==> src/sensor_triggered_ramp_envelope_macros.svh <==
// ---------------------------------------------------------------------------
// sensor triggered ramp envelope assertion macros
// shared assertion wrappers for the envelope block
// ---------------------------------------------------------------------------
`ifndef SENSOR_TRIGGERED_RAMP_ENVELOPE_MACROS_SVH
`define SENSOR_TRIGGERED_RAMP_ENVELOPE_MACROS_SVH

// checked only outside reset
`define SRE_ASSERT(label, prop, msg) \
  label: assert property (@(posedge clk) disable iff (rst) prop) else $error(msg);

// checked on every edge, reset included
`define SRE_ASSERT_ALWAYS(label, prop, msg) \
  label: assert property (@(posedge clk) prop) else $error(msg);

`endif

==> src/sre_pkg.sv <==
// ---------------------------------------------------------------------------
// sre_pkg
// types and constants of the sensor triggered ramp envelope
// ---------------------------------------------------------------------------
package sre_pkg;

  localparam int NUM_CHANNELS = 4;

  typedef enum logic [2:0] {
    REG_TRIGGER_THRESHOLD   = 3'd0,
    REG_MAX_LEVEL           = 3'd1,
    REG_HOLD_START_MS       = 3'd2,
    REG_RAMP_DOWN_START_MS  = 3'd3,
    REG_STAGGER_MS          = 3'd4,
    REG_FIRST_STEP_INTERVAL = 3'd5
  } sre_reg_t;

  localparam logic [15:0] RST_TRIGGER_THRESHOLD   = 16'd1200;
  localparam logic [7:0]  RST_MAX_LEVEL           = 8'd150;
  localparam logic [15:0] RST_HOLD_START_MS       = 16'd3000;
  localparam logic [15:0] RST_RAMP_DOWN_START_MS  = 16'd4000;
  localparam logic [15:0] RST_STAGGER_MS          = 16'd500;
  localparam logic [15:0] RST_FIRST_STEP_INTERVAL = 16'd1;

  typedef struct packed {
    logic [1:0]  unit_index;
    logic [31:0] now_ms;
    logic [15:0] ir_level;
  } sre_in_t;

  typedef struct packed {
    logic [1:0] unit_out;
    logic [7:0] level_0;
    logic [7:0] level_1;
    logic [7:0] level_2;
    logic [7:0] level_3;
    logic       active;
  } sre_out_t;

  typedef struct packed {
    logic [15:0] trigger_threshold;
    logic [7:0]  max_level;
    logic [15:0] hold_start_ms;
    logic [15:0] ramp_down_start_ms;
    logic [15:0] stagger_ms;
    logic [15:0] first_step_interval;
  } sre_cfg_t;

  typedef struct packed {
    logic                               cycling;
    logic [31:0]                        phase_start;
    logic [31:0]                        last_step;
    logic [31:0]                        step_interval;
    logic [NUM_CHANNELS-1:0][7:0]       levels;
  } sre_entry_t;

endpackage

==> src/sre_state_mem.sv <==
// ---------------------------------------------------------------------------
// sre_state_mem
// per-unit state memory, registered read, valid bit per entry
// ---------------------------------------------------------------------------
module sre_state_mem #(
  parameter int NUM_UNITS = 4,
  parameter int AW = 2
) (
  input  logic                clk,
  input  logic                rst,
  input  logic                rd_en,
  input  logic [AW-1:0]       rd_addr,
  output sre_pkg::sre_entry_t rd_entry,
  input  logic                wr_en,
  input  logic [AW-1:0]       wr_addr,
  input  sre_pkg::sre_entry_t wr_entry
);
  import sre_pkg::*;

  sre_entry_t            mem [NUM_UNITS];
  logic [NUM_UNITS-1:0]  vld;

  // entries never written read as zero
  always_ff @(posedge clk) begin
    if (rst) begin
      vld <= '0;
    end else if (wr_en) begin
      vld[wr_addr] <= 1'b1;
    end
  end

  always_ff @(posedge clk) begin
    if (wr_en) begin
      mem[wr_addr] <= wr_entry;
    end
  end

  always_ff @(posedge clk) begin
    if (rd_en) begin
      rd_entry <= vld[rd_addr] ? mem[rd_addr] : '0;
    end
  end

endmodule

==> src/sre_update.sv <==
// ---------------------------------------------------------------------------
// sre_update
// one tick of the envelope for the unit read from memory
// ---------------------------------------------------------------------------
module sre_update (
  input  sre_pkg::sre_in_t    item,
  input  logic                in_range,
  input  sre_pkg::sre_cfg_t   cfg,
  input  sre_pkg::sre_entry_t cur,
  output sre_pkg::sre_entry_t nxt,
  output sre_pkg::sre_out_t   result
);
  import sre_pkg::*;

  logic [31:0] cyc;
  logic [31:0] since_step;
  logic        due;
  logic        start;
  logic [16:0] stag2;
  logic [17:0] stag3;
  logic [NUM_CHANNELS-1:0] extra;
  logic [NUM_CHANNELS-1:0][7:0] up_lv;
  logic [NUM_CHANNELS-1:0][7:0] dn_lv;
  logic [7:0]  first_inc;
  logic [31:0] interval_inc;

  assign cyc        = item.now_ms - cur.phase_start;
  assign since_step = item.now_ms - cur.last_step;
  assign due        = since_step > cur.step_interval;
  assign start      = (item.ir_level > cfg.trigger_threshold) && !cur.cycling;
  assign stag2      = {cfg.stagger_ms, 1'b0};
  assign stag3      = {2'b00, cfg.stagger_ms} + {1'b0, cfg.stagger_ms, 1'b0};

  assign extra[0] = 1'b1;
  assign extra[1] = cyc > {16'd0, cfg.stagger_ms};
  assign extra[2] = cyc > {15'd0, stag2};
  assign extra[3] = cyc > {14'd0, stag3};

  assign interval_inc = (cur.step_interval != '1) ? cur.step_interval + 32'd1
                                                  : cur.step_interval;

  always_comb begin
    for (int c = 0; c < NUM_CHANNELS; c++) begin
      first_inc = (cur.levels[c] < cfg.max_level) ? cur.levels[c] + 8'd1 : cur.levels[c];
      up_lv[c]  = (extra[c] && (first_inc < cfg.max_level)) ? first_inc + 8'd1 : first_inc;
      dn_lv[c]  = (cur.levels[c] != 8'd0) ? cur.levels[c] - 8'd1 : cur.levels[c];
    end
  end

  always_comb begin
    nxt = cur;
    if (start) begin
      nxt.cycling       = 1'b1;
      nxt.phase_start   = item.now_ms;
      nxt.last_step     = item.now_ms;
      nxt.step_interval = {16'd0, cfg.first_step_interval};
    end else if (cur.cycling) begin
      if (cyc > {16'd0, cfg.ramp_down_start_ms}) begin
        if (due) begin
          nxt.levels        = dn_lv;
          nxt.last_step     = item.now_ms;
          nxt.step_interval = interval_inc;
        end
        // cycle ends once every channel is down to zero
        if (nxt.levels == '0) begin
          nxt.cycling = 1'b0;
        end
      end else if (cyc > {16'd0, cfg.hold_start_ms}) begin
        // hold phase
        nxt = cur;
      end else if (due) begin
        nxt.levels        = up_lv;
        nxt.last_step     = item.now_ms;
        nxt.step_interval = interval_inc;
      end
    end
  end

  always_comb begin
    result.unit_out = item.unit_index;
    if (in_range) begin
      result.level_0 = nxt.levels[0];
      result.level_1 = nxt.levels[1];
      result.level_2 = nxt.levels[2];
      result.level_3 = nxt.levels[3];
      result.active  = nxt.cycling;
    end else begin
      result.level_0 = '0;
      result.level_1 = '0;
      result.level_2 = '0;
      result.level_3 = '0;
      result.active  = 1'b0;
    end
  end

endmodule

==> src/sensor_triggered_ramp_envelope.sv <==
// ---------------------------------------------------------------------------
// sensor_triggered_ramp_envelope
// per-unit ir triggered ramp up / hold / ramp down of four drive levels
// ---------------------------------------------------------------------------
//
//  channel  dir  handshake               beat
//  -------  ---  ----------------------  ---------------------------------
//  in       in   in_valid / in_stall     unit_index, now_ms, ir_level
//  out      out  out_valid / out_stall   unit_out, level_0..3, active
//  cfg      in   cfg_we                  cfg_index, cfg_data
//
//  one beat per cycle sustained while out_stall is low; a result is formed from
//  its input beat by the registered memory read, then update and write back
//  the single state memory with its registered read sets the latency
//  reset is synchronous, clears the entry valid bits and config; no sweep
//  out_stall holds the result register, which stalls the update stage and
//  raises in_stall while that stage is full
//
`include "sensor_triggered_ramp_envelope_macros.svh"

module sensor_triggered_ramp_envelope #(
  parameter int NUM_UNITS = 4
) (
  input  logic             clk,
  input  logic             rst,
  input  logic             in_valid,
  output logic             in_stall,
  input  sre_pkg::sre_in_t in_data,
  output logic             out_valid,
  input  logic             out_stall,
  output sre_pkg::sre_out_t out_data,
  input  logic             cfg_we,
  input  logic [2:0]       cfg_index,
  input  logic [15:0]      cfg_data
);
  import sre_pkg::*;

  localparam int AW = (NUM_UNITS > 1) ? $clog2(NUM_UNITS) : 1;

  // configuration registers
  sre_cfg_t cfg;

  // update stage: item whose state is coming out of memory
  logic       s1_valid;
  sre_in_t    s1_item;
  logic       s1_in_range;
  logic [AW-1:0] s1_addr;

  // last write back, forwarded to the following item of the same unit
  logic       wb_valid;
  logic [AW-1:0] wb_addr;
  sre_entry_t wb_entry;

  logic [7:0]    in_idx_ext;
  logic [AW-1:0] in_addr;
  logic          in_range;
  logic          accept;
  logic          s1_adv;
  logic          s1_fire;
  logic          wr_en;
  sre_entry_t    rd_entry;
  sre_entry_t    s1_entry;
  sre_entry_t    upd_entry;
  sre_out_t      upd_out;

  assign in_idx_ext = {6'd0, in_data.unit_index};
  assign in_addr    = in_idx_ext[AW-1:0];
  assign in_range   = int'(in_idx_ext) < NUM_UNITS;

  // handshake
  assign s1_adv   = !out_valid || !out_stall;
  assign s1_fire  = s1_valid && s1_adv;
  assign in_stall = s1_valid && !s1_adv;
  assign accept   = in_valid && !in_stall;
  assign wr_en    = s1_fire && s1_in_range;

  // memory was read at the same edge the previous item wrote back
  assign s1_entry = (wb_valid && (wb_addr == s1_addr)) ? wb_entry : rd_entry;

  always_ff @(posedge clk) begin
    if (rst) begin
      cfg.trigger_threshold   <= RST_TRIGGER_THRESHOLD;
      cfg.max_level           <= RST_MAX_LEVEL;
      cfg.hold_start_ms       <= RST_HOLD_START_MS;
      cfg.ramp_down_start_ms  <= RST_RAMP_DOWN_START_MS;
      cfg.stagger_ms          <= RST_STAGGER_MS;
      cfg.first_step_interval <= RST_FIRST_STEP_INTERVAL;
    end else if (cfg_we) begin
      case (cfg_index)
        REG_TRIGGER_THRESHOLD:   cfg.trigger_threshold   <= cfg_data;
        REG_MAX_LEVEL:           cfg.max_level           <= cfg_data[7:0];
        REG_HOLD_START_MS:       cfg.hold_start_ms       <= cfg_data;
        REG_RAMP_DOWN_START_MS:  cfg.ramp_down_start_ms  <= cfg_data;
        REG_STAGGER_MS:          cfg.stagger_ms          <= cfg_data;
        REG_FIRST_STEP_INTERVAL: cfg.first_step_interval <= cfg_data;
        default: ; // unused index, write dropped
      endcase
    end
  end

  // update stage control
  always_ff @(posedge clk) begin
    if (rst) begin
      s1_valid <= 1'b0;
    end else if (accept) begin
      s1_valid <= 1'b1;
    end else if (s1_fire) begin
      s1_valid <= 1'b0;
    end
  end

  always_ff @(posedge clk) begin
    if (accept) begin
      s1_item     <= in_data;
      s1_in_range <= in_range;
      s1_addr     <= in_addr;
    end
  end

  // forwarding register
  always_ff @(posedge clk) begin
    if (rst) begin
      wb_valid <= 1'b0;
    end else if (s1_fire) begin
      wb_valid <= wr_en;
    end else if (accept) begin
      wb_valid <= 1'b0;
    end
  end

  always_ff @(posedge clk) begin
    if (s1_fire) begin
      wb_addr  <= s1_addr;
      wb_entry <= upd_entry;
    end
  end

  // result register
  always_ff @(posedge clk) begin
    if (rst) begin
      out_valid <= 1'b0;
    end else if (s1_fire) begin
      out_valid <= 1'b1;
    end else if (!out_stall) begin
      out_valid <= 1'b0;
    end
  end

  always_ff @(posedge clk) begin
    if (s1_fire) begin
      out_data <= upd_out;
    end
  end

  sre_state_mem #(
    .NUM_UNITS (NUM_UNITS),
    .AW        (AW)
  ) u_mem (
    .clk      (clk),
    .rst      (rst),
    .rd_en    (accept),
    .rd_addr  (in_addr),
    .rd_entry (rd_entry),
    .wr_en    (wr_en),
    .wr_addr  (s1_addr),
    .wr_entry (upd_entry)
  );

  sre_update u_update (
    .item     (s1_item),
    .in_range (s1_in_range),
    .cfg      (cfg),
    .cur      (s1_entry),
    .nxt      (upd_entry),
    .result   (upd_out)
  );

  // assertions
  `SRE_ASSERT(a_stall_only_when_full, in_stall |-> (s1_valid && out_valid && out_stall), "input stalled with a free update stage")
  `SRE_ASSERT(a_accept_fills_stage, (in_valid && !in_stall) |=> s1_valid, "accepted beat did not reach the update stage")
  `SRE_ASSERT(a_fire_gives_result, (s1_valid && !in_stall) |=> out_valid, "update stage fired without a result")
  `SRE_ASSERT_ALWAYS(a_reset_empties, rst |=> (!out_valid && !s1_valid && !wb_valid), "pipeline not empty after reset")

endmodule

==> config.mk <==
export PLATFORM = sky130hd
export DESIGN_NAME = sensor_triggered_ramp_envelope
export DESIGN_NICKNAME = d
export VERILOG_FILES = /design/src/sre_pkg.sv /design/src/sre_state_mem.sv /design/src/sre_update.sv /design/src/sensor_triggered_ramp_envelope.sv
export VERILOG_INCLUDE_DIRS = /design/src /design/src/src
export SDC_FILE = /design/constraint.sdc
export NUM_CORES = 2
export LEC_CHECK = 0
export BUFFER_PORTS_ARGS = -buffer_cell sky130_fd_sc_hd__buf_2
export CAP_MARGIN = 5
export CORE_ASPECT_RATIO = 0.75
export CORE_MARGIN = 2
export CORE_UTILIZATION = 35
export CTS_CLUSTER_DIAMETER = 80
export DETAILED_ROUTE_END_ITERATION = 8
export PLACE_DENSITY = 0.56
export SLEW_MARGIN = 20
export SYNTH_ARGS = -nofsm -noshare
export SYNTH_HDL_FRONTEND = slang
export SYNTH_HIERARCHICAL = 1
export SYNTH_SLANG_ARGS = --single-unit
export TNS_END_PERCENT = 20
==> constraint.sdc <==
create_clock -name clk -period 65.4 [get_ports clk]
set_clock_uncertainty 0.05 [all_clocks]
set_input_delay 6.54 -clock clk [delete_from_list [all_inputs] [get_ports clk]]
set_output_delay 6.54 -clock clk [all_outputs]
set_load 0.05 [all_outputs]
# ---- After elaboration in Yosys (flattened, before gate mapping)
# Memories as Yosys holds them, arrays and structs flattened. A register that Yosys moved wholly into a read port is not among the register bits.
# Cells that the tools add are included.
dict set report totals {
  register_bits 310
  memories 1
  mem_bits_rw 516
  output_inout_bits 37
  inputBits 74
  wordCells 141
}
dict set report op_classes {
  muxes 38
  eq_ne 8
  magnitude_cmp 19
  add_sub_neg 16
  bitwise_logic 1
  reduce_logical 30
}
# name words width read_ports rd_ports_with_merged_regs write_ports line
set memory_table {}
lappend memory_table {u_mem.mem 4 129 1 1 1 sre_state_mem.sv:20} ;# sre_entry_t mem [NUM_UNITS];
# operator count
set op_table {}
lappend op_table {{two-way mux 96 bit} 7}
lappend op_table {{two-way mux 129 bit} 2}
lappend op_table {{two-way mux 97 bit} 1}
lappend op_table {{greater-than comparator 32 x 16 -> 1 bit} 3}
lappend op_table {{two-way mux 8 bit} 12}
lappend op_table {{adder 8 x 1 -> 8 bit (second input constant)} 8}
lappend op_table {{less-than comparator 8 bit} 8}
lappend op_table {{two-way mux 32 bit} 2}
lappend op_table {{subtractor 32 bit} 2}
lappend op_table {{adder 32 x 1 -> 32 bit (second input constant)} 1}
lappend op_table {{greater-than comparator 32 x 17 -> 1 bit} 1}
lappend op_table {{greater-than comparator 32 x 18 -> 1 bit} 1}
lappend op_table {{greater-than comparator 32 bit} 1}
lappend op_table {{zero test 32 bit} 1}
lappend op_table {{!= test 32 bit (second input constant)} 1}
lappend op_table {{nonzero test 8 bit} 4}
lappend op_table {{subtractor 8 x 1 -> 8 bit (second input constant)} 4}
lappend op_table {{adder 16 x 17 -> 18 bit} 1}
lappend op_table {{greater-than comparator 16 bit} 1}
lappend op_table {{two-way mux 1 bit} 12}
lappend op_table {{AND reduction 2 bit} 6}
lappend op_table {{logical AND 1 bit} 10}
lappend op_table {{less-than comparator 2 x 3 -> 1 bit (second input constant)} 3}
lappend op_table {{equality test 3 x 2 -> 1 bit (second input constant)} 2}
lappend op_table {{other kinds (12)} 18}

# ---- Depth between registers and ports, before layout
dict set report depth {
  word_depth 14
  depth_mapped 34
}

# ---- Cells and area by module
# The synthesis kept the hierarchy.
# mod area_per_inst_um2 cells_each n_inst
set modules_own_cells {}
lappend modules_own_cells {sre_state_mem 23498.8 962 1}
lappend modules_own_cells {sre_update 14093.5 2107 1}
lappend modules_own_cells {sensor_triggered_ramp_envelope 11378.4 763 1}

# ---- Worst setup path after synthesis
# OpenSTA, ideal clock, no wires.
dict set report synth_path {
  kind {input to register}
  from {input port out_stall}
  to {memory u_mem/mem[0][0] (netlist name) (enable)}
  setup_ns 0.804
  path_stages 2
  setup_slack_ns 38.661
  n_path_buf 0
  t_arrival_ns 25.884
  path_cell_list {a21boi_0 nor3b_1}
}
dict set report synth_between {
  elab_chain_len 6
}
# item line
set synth_lines {}
lappend synth_lines {{start: declaration} sensor_triggered_ramp_envelope.sv:30} ;# input logic out_stall,
lappend synth_lines {{zero test 1 bit} n/a}
lappend synth_lines {{logical OR 1 bit} sensor_triggered_ramp_envelope.sv:71} ;# assign s1_adv = !out_valid || !out_stall;
lappend synth_lines {{logical AND 1 bit} sensor_triggered_ramp_envelope.sv:72} ;# assign s1_fire = s1_valid && s1_adv;
lappend synth_lines {{logical AND 1 bit} sensor_triggered_ramp_envelope.sv:75} ;# assign wr_en = s1_fire && s1_in_range;
lappend synth_lines {{two-way mux 1 bit} sre_state_mem.sv:33} ;# if (wr_en) begin
lappend synth_lines {{two-way mux 1 bit (implied by the code)} sre_state_mem.sv:34} ;# mem[wr_addr] <= wr_entry;
lappend synth_lines {{end: declaration} sre_state_mem.sv:20}
# Every way passes these cells.

# ---- Worst setup path after layout
dict set report layout_path {
  from {input port out_stall}
  to {output port in_stall}
}
dict set report layout_between {
  elab_chain_len 4
}
# item line
set layout_lines {}
lappend layout_lines {{zero test 1 bit} n/a}
lappend layout_lines {{logical OR 1 bit} sensor_triggered_ramp_envelope.sv:71}
lappend layout_lines {{zero test 1 bit} sensor_triggered_ramp_envelope.sv:73} ;# assign in_stall = s1_valid && !s1_adv;
lappend layout_lines {{logical AND 1 bit} sensor_triggered_ramp_envelope.sv:73}
lappend layout_lines {{end: declaration} sensor_triggered_ramp_envelope.sv:27} ;# output logic in_stall,
# Every way passes these cells.

==> summary.txt <==
Logic synthesis
  – Largest area contributor in the netlist: edfxtp_1
  – Synth top area share: around 53%
  – Most common flop cell mapped by yosys: edfxtp_1
  – Most instantiated library cell after synthesis: edfxtp_1
  – Post-synth EDFFs: around 860
  – Syn Std Cell Area: between 40,000 and 50,000 µm²
  – Synthesized area per cell: 12.8 µm²
  – Synthesized netlist cell count: 3,832
  – Top post-synthesis cells by area: edfxtp_1, ha_1, mux4_2, dfxtp_1, mux2_2
  – Register area share after synthesis: a little under three fifths
  – Synth cell count leaders: edfxtp_1, nand2_1, ha_1
  – Synth cell types: 108
  – Yosys warning count: 6
  – Share of flip-flops with an asynchronous set or reset: 0%
  – Yosys reg bits: ~960

Timing
  – Crit path time final: 13,780 ps
  – Slew HR: approximately a fifth
  – RSZ-0062 raised after global routing: no
  – Fmax: roughly 73 MHz
  – Final hold violations: 0
  – Slew @ Worst Pin: about 1200 ps
  – Hold WS: 397 ps
  – Final setup fails: 0
  – Period utilisation layout: 21.1%
  – Fin Setup TNS: 0 ps
  – Pins Over Slew Limit: 0

Setup path
  – Critical path type: in2out
  – CP delay by family, top: buffers and inverters
  – Reg2reg start: s1_addr[1]
  – Critical path's slowest cell: buf_2
  – CP arrival: around 7200 ps
  – CP peak stage delay: between 200 and 300 ps
  – FF-to-FF path depth: 29
  – Stages on worst setup path: 3
  – CP Cell Sequence: buf_2, and3_1, buf_2
  – Cell mode on critical path: buf_2
  – WP buf/inv: 2
  – CP Capture Type: primary output
  – Worst Path Max Fanout: 3
  – Setup crit start kind: input pin
  – Crit path from: out_stall
  – WP data required: just under 60,000 ps

Layout
  – Area of the multi-input gates: about 20,000 µm²
  – # nets final: approximately 4,300
  – Syn-to-layout area delta: 11.9%
  – Layout fillers: 13,100
  – Share of cells above drive strength 1: between 10% and 20%
  – Sequential Area: 27,800 µm²

Hold path
  – Worst min-delay path startpoint: u_mem/vld[1]
  – Hold Path Depth: 2
  – HP Class: reg2reg

Clock tree
  – CTS HTree Levels: 3
  – Clk_lat worst skew: ~730 ps
  – Clock-pin slew on the worst setup and hold paths: roughly 60 ps
  – CTS Hold Buffers Added: 0
  – CTS tree: built
  – Cts bufs inserted: between 100 and 150
  – Setup bufs post-CTS: 0
  – Clk Tree Root Cell: clkbuf_16
  – CTS resizes: 0
  – Clock tree sinks: 956
  – Deepest clock path buffer count: 3

Floorplan
  – Die Y: 328 µm
  – IO Count: roughly 110
  – Initial Utilization: between 30% and 40%
  – Placeable Area: around 140,000 µm²
  – Total die area: around 140,000 µm²
  – Row count: approximately 120
  – Die W: 436 µm

Run status
  – Status: complete, no violations

Pwr
  – VDD IR max: 0.0212 mV
  – Static Leak: between 15 and 20 nW
  – Pwr dens: 27.9 nW/µm²

Detailed routing
  – Starting DRT DRC Count: approximately 3,000
  – Antenna Nets Post-Route: 0
  – Drt drc: 0
  – Routed len/inst: between 20 and 25 µm
  – Via density: 5.34
  – Total vias in the final route: around 31,000
  – Drt pass-1 iters: 6
  – WL final: between 100,000 and 150,000 µm

Global route
  – First-pass GRT wire length: around 190,000 µm
  – Largest net degree at the start of global routing: roughly 130
  – Initial antenna violation count: 4
  – All-Layer GR Usage: roughly 18%
  – Vias in the first global route: a little over 30,000
  – Grt total ovfl: 0

Run
  – Number of max-cap violations: 0

Placement
  – DP HPWL: ~85,000 µm
  – GP Congestion: 0.893
  – Port Buf Inserts: 110
-- power by group --
group	internal (mW)	total (mW)	switching, mW	leakage, nW
Clock	0.315	0.565	0.251	1.59
Combinational	0.0887	0.257	0.168	9.51
Sequential	0.702	0.710	0.00813	8.90
Total	1.10	1.53	0.427	20.0
-- cell type report --
| class | count | share of cell area (%) |
|---|---|---|
| Clock buffer | 128 | 4.91 |
| Tap cell | 1860 | 4.25 |
| Timing Repair Buffer | 158 | 1.85 |
| Clock inverter | 62 | 1.01 |
| Inverter | 222 | 1.53 |
| Antenna cell | 1 | 0.00456 |
| Sequential cell | 956 | 50.6 |
| Multi-Input combinational cell | 2484 | 35.8 |
-- stage by stage --
step | instance area (µm²) | cells | power, mW | util [%] | setup slack (ps)
final | 54800 | 5871 | 1.53 | 39.6 | 51620
after global routing | 54800 | 5871 | 1.60 | 39.6 | 51550
after CTS | 54800 | 5870 | 1.54 | 39.6 | 51610
after detailed placement | 51600 | 5680 | 0.974 | 37.2 | 51610
after global placement | 51600 | 5680 | 0.971 | 37.2 | 51590
after floorplan | 49000 | 3834 | 0.894 | - | 38660
-- worst paths after layout --
| check | end | slack (ps) |
|---|---|---|
| max | in_stall | 51620 |
| min | u_mem/vld[1] | 400 |
| max reg2reg | out_data[22] | 55450 |
| min reg2reg | u_mem/vld[1] | 400 |
-- tightest hold or removal path: stages, from the launching register on --
cell and delay (ps):
dfxtp_1 310, inv_1 50, a21oi_1 50
-- cells in the final DEF (no fill, tap or decap), types with 15 or more instances in the layout --
cell type and count:
clkinv_1 15, mux2i_1 23, xor2_1 31, xnor2_1 102, nand3_1 51, nor2b_1 28
o21ai_0 154, a211oi_1 15, ha_1 280, mux2_2 144, nand3b_1 30, buf_2 108
a21o_1 77, and2_1 158, o21ai_1 18, nand2b_1 20, nor4_1 29, nor3_1 49
or3_1 17, a31oi_1 18, mux4_2 129, clkbuf_16 103, nand4_1 48, o22ai_1 15
nand2_1 358, o211ai_1 19, a21oi_1 213, clkinv_2 23, nor2_1 160, o21a_1 42
clkbuf_1 23, inv_1 219, dfxtp_1 95, and3_1 31, edfxtp_1 861, buf_4 41
-- logic make-up (layout without fill, tap and decap cells) --
family	after synthesis	count (layout)	share of synthesized area, %
DFF	956	956	56.7
buffers and inverters	394	570	3.40
and+or+nand+nor	1056	1056	11.1
AOI/OAI and AO/OA	711	711	9.37
adders and majority gates	283	283	7.28
xor gates and xnor gates	133	133	2.38
other	1	4	0.00766
muxes	298	298	9.78
-- flip-flops by register name (all words and copies together) (netlist names) --
signal and cells:
u_mem/mem 516, out_valid 1, s1_valid 1, out_data 35
cfg 88, u_mem/rd_entry 129, s1_item 48, u_mem/vld 4
wb_valid 1, wb_entry 129, s1_addr 2, wb_addr 2
-- layer usage --
| layer | part of all wire (%) | vias up | routed length (µm) | global-route usage (%) |
|---|---|---|---|---|
| met5 | 0.010 | - | 13 | 0 |
| met3 | 7.4 | 156 | 9570 | 3.52 |
| met2 | 42 | 999 | 53900 | 25.9 |
| met1 | 49 | 15600 | 63400 | 27.3 |
| met4 | 2.2 | 2 | 2820 | 4.68 |
| li1 | - | 14600 | - | - |
(Power assumes the default switching activity.)
